### config.mk
export PLATFORM = sky130hd
export DESIGN_NAME = cvma_divider
export DESIGN_NICKNAME = d
export VERILOG_FILES = /design/src/hdl/cvma_pkg.sv /design/src/hdl/cvma_divider.sv
export SDC_FILE = /design/constraint.sdc
export NUM_CORES = 1
export LEC_CHECK = 0
export BUFFER_PORTS_ARGS = -buffer_cell sky130_fd_sc_hd__buf_4
export CAP_MARGIN = 20
export CORE_ASPECT_RATIO = 1.5
export CORE_MARGIN = 2
export CORE_UTILIZATION = 25
export CTS_CLUSTER_DIAMETER = 100
export DETAILED_ROUTE_END_ITERATION = 7
export GPL_TIMING_DRIVEN = 0
export SYNTH_ARGS = -nofsm -noshare
export SYNTH_HDL_FRONTEND = slang
export SYNTH_SLANG_ARGS = --single-unit
### constraint.sdc
create_clock -name clk -period 6.5 [get_ports clk]
set_input_delay 1.3 -clock clk [delete_from_list [all_inputs] [get_ports clk]]
set_output_delay 1.3 -clock clk [all_outputs]
set_load 0.02 [all_outputs]
### src/hdl/cvma_pkg.sv
// ----------------------------------------------------------------------------
// cvma_pkg
// shared constants and types of the cascaded moving average filter
// ----------------------------------------------------------------------------
package cvma_pkg;
	localparam int unsigned HistoryDepthDefault = 4096;
	localparam int unsigned StageCountDefault   = 4;
	localparam int unsigned SampleWidth         = 24;
	localparam int unsigned WindowWidth         = 12;
	localparam int unsigned SumWidth            = 36;

	typedef logic signed [SampleWidth-1:0] sample_t;
	typedef logic [WindowWidth-1:0]        window_t;
	typedef logic signed [SumWidth-1:0]    sum_t;

	// divider request and response
	typedef struct packed {
		logic    start;
		sum_t    dividend;
		window_t divisor;
	} div_req_t;

	typedef struct packed {
		logic    done;
		sample_t quotient;
	} div_rsp_t;
endpackage

### src/hdl/cvma_divider.sv
// ----------------------------------------------------------------------------
// cvma_divider
// serial signed divide, one quotient bit per cycle, truncated toward zero
// ----------------------------------------------------------------------------
module cvma_divider (
	input  logic              clk,
	input  logic              arst_n,
	input  cvma_pkg::div_req_t req,
	output cvma_pkg::div_rsp_t rsp
);
	import cvma_pkg::*;

	localparam int unsigned CntWidth = $clog2(SumWidth + 1);

	logic [SumWidth-1:0]    rem_q;
	logic [SumWidth-1:0]    quo_q;
	logic [WindowWidth-1:0] den_q;
	logic                   neg_q;
	logic                   busy_q;
	logic [CntWidth-1:0]    cnt_q;
	logic                   fin_q;
	logic                   done_q;
	sample_t                quot_q;

	logic [SumWidth-1:0] mag;
	logic [SumWidth:0]   shifted;
	logic [SumWidth:0]   trial;
	logic [SumWidth-1:0] qneg;

	assign mag     = req.dividend[SumWidth-1] ? SumWidth'(-req.dividend)
	                                          : SumWidth'(req.dividend);
	assign shifted = {rem_q, quo_q[SumWidth-1]};
	assign trial   = shifted - {{(SumWidth+1-WindowWidth){1'b0}}, den_q};
	assign qneg    = neg_q ? SumWidth'(-quo_q) : quo_q;

	always_ff @(posedge clk or negedge arst_n) begin
		if (!arst_n) begin
			busy_q <= 1'b0;
			cnt_q  <= '0;
		end else begin
			if (req.start) begin
				busy_q <= 1'b1;
				cnt_q  <= CntWidth'(SumWidth);
				rem_q  <= '0;
				quo_q  <= mag;
				den_q  <= req.divisor;
				neg_q  <= req.dividend[SumWidth-1];
			end else if (busy_q) begin
				if (!trial[SumWidth]) begin
					rem_q <= trial[SumWidth-1:0];
					quo_q <= {quo_q[SumWidth-2:0], 1'b1};
				end else begin
					rem_q <= shifted[SumWidth-1:0];
					quo_q <= {quo_q[SumWidth-2:0], 1'b0};
				end
				cnt_q <= cnt_q - 1'b1;
				if (cnt_q == CntWidth'(1)) begin
					busy_q <= 1'b0;
				end
			end
		end
	end

	// result is valid once the last iteration has passed through fin_q into done_q and quot_q
	always_ff @(posedge clk or negedge arst_n) begin
		if (!arst_n) begin
			fin_q  <= 1'b0;
			done_q <= 1'b0;
		end else begin
			fin_q  <= busy_q && cnt_q == CntWidth'(1);
			done_q <= fin_q;
		end
	end

	always_ff @(posedge clk) begin
		if (fin_q) begin
			quot_q <= qneg[SampleWidth-1:0];
		end
	end

	assign rsp = '{done: done_q, quotient: quot_q};
endmodule

After elaboration in Yosys (flattened, before gate mapping)
Index checks and enable logic that the tools add are counted.

Input port bits: 51. Logic and storage cells: 30. Flip-flop bits (word level): 118. Output and inout bits: 25.

Muxes and demuxes: 12. Reduce and logical (&&, ||, !) cells: 4. Add/subtract/negate cells: 4. Equality and inequality tests: 1.

Operators with widths (number): $mux W36 (5); $sub A37 B12 Y37 (1); $neg A36 Y36 (1); $mux W24 (1); $neg A24 Y24 (1); $mux W6 (2); $eq A6 B1 Y1 const B (1); $sub A6 B1 Y6 const B (1); $mux W1 (4); $reduce_and A2 Y1 (2); $reduce_bool A2 Y1 (1); $logic_and A1 B1 Y1 (1).

Logic depth before layout (Yosys ltp)
Depth in word-level cells: 4. Gate-level depth with buffers: 15. Depth with buffers taken out: 11.

Least setup slack after synthesis
OpenSTA, ideal clock, no wires.

Path type: input to register. From: input port req[24] (netlist bit). To: register quo_q[29], data pin. Setup time: 0.270 ns. Required time: 6.230 ns. Buffers on the path: 0. Slack: 2.752 ns. Arrival: 3.477 ns. Cell stages on the path: 7. Cell sequence: or4_1 -> or4_1 -> nor4_1 -> nand3_1 -> o31ai_1 -> xor2_1 -> a21oi_1.

Word-level cells in the longest chain between the ends: 3.

Ends and longest elaborated chain: start: declaration (RTL line cvma_divider.sv:8) `input cvma_pkg::div_req_t req,`; $neg A36 Y36 (RTL line cvma_divider.sv:30) `assign mag = req.dividend[SumWidth-1] ? SumWidth'(-req.dividend)`; $mux W36 (RTL line cvma_divider.sv:30); $mux W36 (RTL line cvma_divider.sv:41) `if (req.start) begin`; end signal: assignment (RTL line cvma_divider.sv:45) `quo_q <= mag;`; end signal: assignment (RTL line cvma_divider.sv:51) `quo_q <= {quo_q[SumWidth-2:0], 1'b1};`; end signal: assignment (RTL line cvma_divider.sv:54) `quo_q <= {quo_q[SumWidth-2:0], 1'b0};`; end: declaration (RTL line cvma_divider.sv:16) `logic [SumWidth-1:0] quo_q;`.

No other way between the ends. A chain may end at the register's enable or synchronous reset.

Worst setup path after layout
From: input port req[24] (netlist bit). To: register quo_q[31], data pin.

The elaborated chain is that of the path after synthesis.

==> out/qor.yml <==
grt_max_degree: 48
path_clk_slew_ps: 60
cts_hold_buffers: 0
numCtsBuffers: 17
wirelength_mm: 19.5
ant_nets: 0
clock_latency_ps: 440
path_max_fanout: 5
rows: 75
synth.distinct_cells: 59
area_growth_pct: 22.2
status: "complete, no violations"
seqPwrFrac_pct: 44.0
cts_setup_buffers: 0
clockBufferDepth: 2
final_area_sq_um: 8650
finalCritPeriodShare_pct: 62.3
setup_violations: 0
cts.sink_count: 118
drt_iter0_markers: 364
layout-drive-gt1-share_pct: 15.3
synth_nets: 766
first_pass_iters: 5
io_buffers: 75
diodes: 0
max_slew_margin_pct: 30.9
htree_num_levels: 4
fmax_mhz: 247
dpl_cell_area_sq_um: 8110
power_leakage_uw: 0.00312
tns_ps: 0
hpwl_mm: 14.3
grt_pass1_wl_mm: 31.0
crit_slowest_cell: "nor4_1"
rsz0062_at_grt: "false"
power_switching_uw: 609
vias: 5718
min_path_cells: 0
r2r_slack_ps: 2530
cts_tree: "built"
ys_warn_count: 0
antenna_found_initial: 0
path_common_cell: "or4_1"
startpoint_type: "input pin"
utilization_pct: 30.9
slowest_delay_ps: 680
cp.depth: 8
cts_root_buffer: "clkbuf_16"
reg2reg_depth: 12
start_util_pct: 25.3
synth-seq-cells: 118
drv_cap: 0
critical_path.top_delay_family: "simple AND/OR/NAND/NOR gates"
pin_count: 76
die_area_sq_um: 29700
die_h_um: 210
grt_remaining_overflow: 0
track_usage_pct: 13.4
worstSetupPathType: "in2reg"
wl_per_cell_um: 16.9
skew_ps: 12.2
num-nets-final: 861
crit_required_ps: 6670
syn_inst: 698
via_per_inst: 4.96
period_needed_ps: 4050
async_reset_ff_share_pct: 7.63
cp.arrival_ps: 4220
synth-edff-count: 109
synth_area_per_cell_sq_um: 10.1
tightest_slew_ps: 1030
report.final.hold_viol_count: 0
synthFlopType: "edfxtp_1"
intPower_uw: 1540
yosysSeqAreaShare_pct: 49.4
first_global_vias: 5760
synth_area_sq_um: 7080
coreArea_sq_um: 28000
vdd_drop_max_mv: 0.184
clkPwrFrac_pct: 40.5
die_w_um: 141
hp-class: "reg2reg"
hold_ws_ps: 538
combPwrFrac_pct: 15.5
drc: 0
crit_chain: "buf_4 > or4_1 > or4_1 > nor4_1 > nand3_1 > o31ai_1 > xor2_1 > a21oi_1"
slew_viol_final: 0
powerDensity_nw_per_um2: 248
gp_congestion: 0.826
cts_resized: 0
cp-end-kind: "register"
path_buf_inv: 1
switching_share_pct: 28.4
[cells in the final DEF, fill, tap and decap left out, drive strengths merged, types with 3 or more instances in the layout]
cell,synthesis,routed
inv,30,33
xor2,36,36
xnor2,34,34
nand2,60,60
o31ai,22,22
a21boi,3,3
a311oi,23,23
clkinv,1,6
a21oi,48,48
dfrtp,9,9
nor2,92,92
or4,15,15
a21o,5,5
ha,16,16
o31a,3,3
o41ai,10,10
nand3b,6,6
or2,4,4
edfxtp,109,109
nor2b,3,3
buf,7,83
a211oi,4,4
nand4,4,4
clkinvlp,0,6
or3,20,20
o21ai,30,30
nand2b,5,5
mux2i,4,4
nor4,12,12
nor3,8,8
clkbuf,28,46
o311ai,3,3
nand3,10,10
or4b,4,4
a31oi,3,3
nand4b,3,3
a211o,3,3
[cells in the mapped netlist, drive strengths merged, types with 4 or more instances]
cell type  instances  area [sq um]
a21o               5          37.5
inv               30           113
o31ai             22           165
nor2              92           345
buf                7          43.8
nor3               8          40.0
nand2b             5          31.3
o21ai             30           150
or3               20           125
ha                16           200
xnor2             34           298
a311oi            23           201
or2                4          25.0
nand2             60           225
dfrtp              9           225
o41ai             10          87.6
nor4              12           105
a21oi             48           240
edfxtp           109          3270
a211oi             4          30.0
or4b               4          43.8
nand3b             6          45.0
nand3             10          50.1
or4               15           113
xor2              36           315
clkbuf            28           105
mux2i              4          40.0
nand4              4          25.0
[routing by layer]
layer	wire [um]	global-route usage, %
met5	0	0
met3	700	2.27
met1	8330	16.2
met2	9950	23.2
met4	520	6.21
[flip-flops by register name, indices dropped and copies added (netlist names)]
name,flops
rem_q,36
neg_q,1
done_q,1
busy_q,1
den_q,12
cnt_q,6
quot_q,24
fin_q,1
quo_q,36
[cells by family (layout without fill, tap and decap cells)]
family                     count (synthesis)  in the layout  share of synthesized area [%]
AOI/OAI and AO/OA                        168            168                           16.2
DFF                                      118            118                           49.4
muxes                                      4              4                          0.566
adders and majority gates                 17             17                           3.11
and+or+nand+nor                          255            255                           18.3
buffers and inverters                     66            174                           3.75
xor gates and xnor gates                  70             70                           8.66
[power by group through the flow]
stage / clock network, uW / registers, uW / logic (uW)
2_1_floorplan: 0 / 945 / 228
3_3_place_gp: 0 / 958 / 324
3_5_place_dp: 0 / 958 / 332
4_1_cts: 882 / 943 / 334
5_1_grt: 910 / 951 / 371
6_report: 870 / 944 / 333
[layout make-up]
type	count	area, sq um
Inverter	31	116
Multi-Input combinational cell	514	3330
Fill cell	2844	19300
Timing Repair Buffer	76	583
Buffer	35	149
Clock buffer	18	439
Sequential cell	118	3500
Clock inverter	14	103
Tap cell	346	433
[stage by stage]
step	std cells	power (uW)	setup slack, ps
after CTS	1152	2160	2470
after detailed placement	1120	1290	2010
after floorplan	698	1170	2750
after global placement	1119	1280	1710
after global routing	1152	2230	2260
final	1152	2150	2450
[worst paths after layout]
kind,endpoint,from
worst min-delay path,quot_q[0]$_DFFE_PP_,quo_q[0]$_DFFE_PP_
max in group asynchronous,cnt_q[2]$_DFFE_PN0N_,arst_n
min in group asynchronous,cnt_q[3]$_DFFE_PN0N_,arst_n
worst max-delay path,quo_q[31]$_DFFE_PP_,req[24]
worst min register to register,quot_q[0]$_DFFE_PP_,quo_q[0]$_DFFE_PP_
worst max register to register,rem_q[10]$_SDFFCE_PP0P_,rem_q[11]$_SDFFCE_PP0P_
Note: power is estimated with default switching activity, not from simulation.
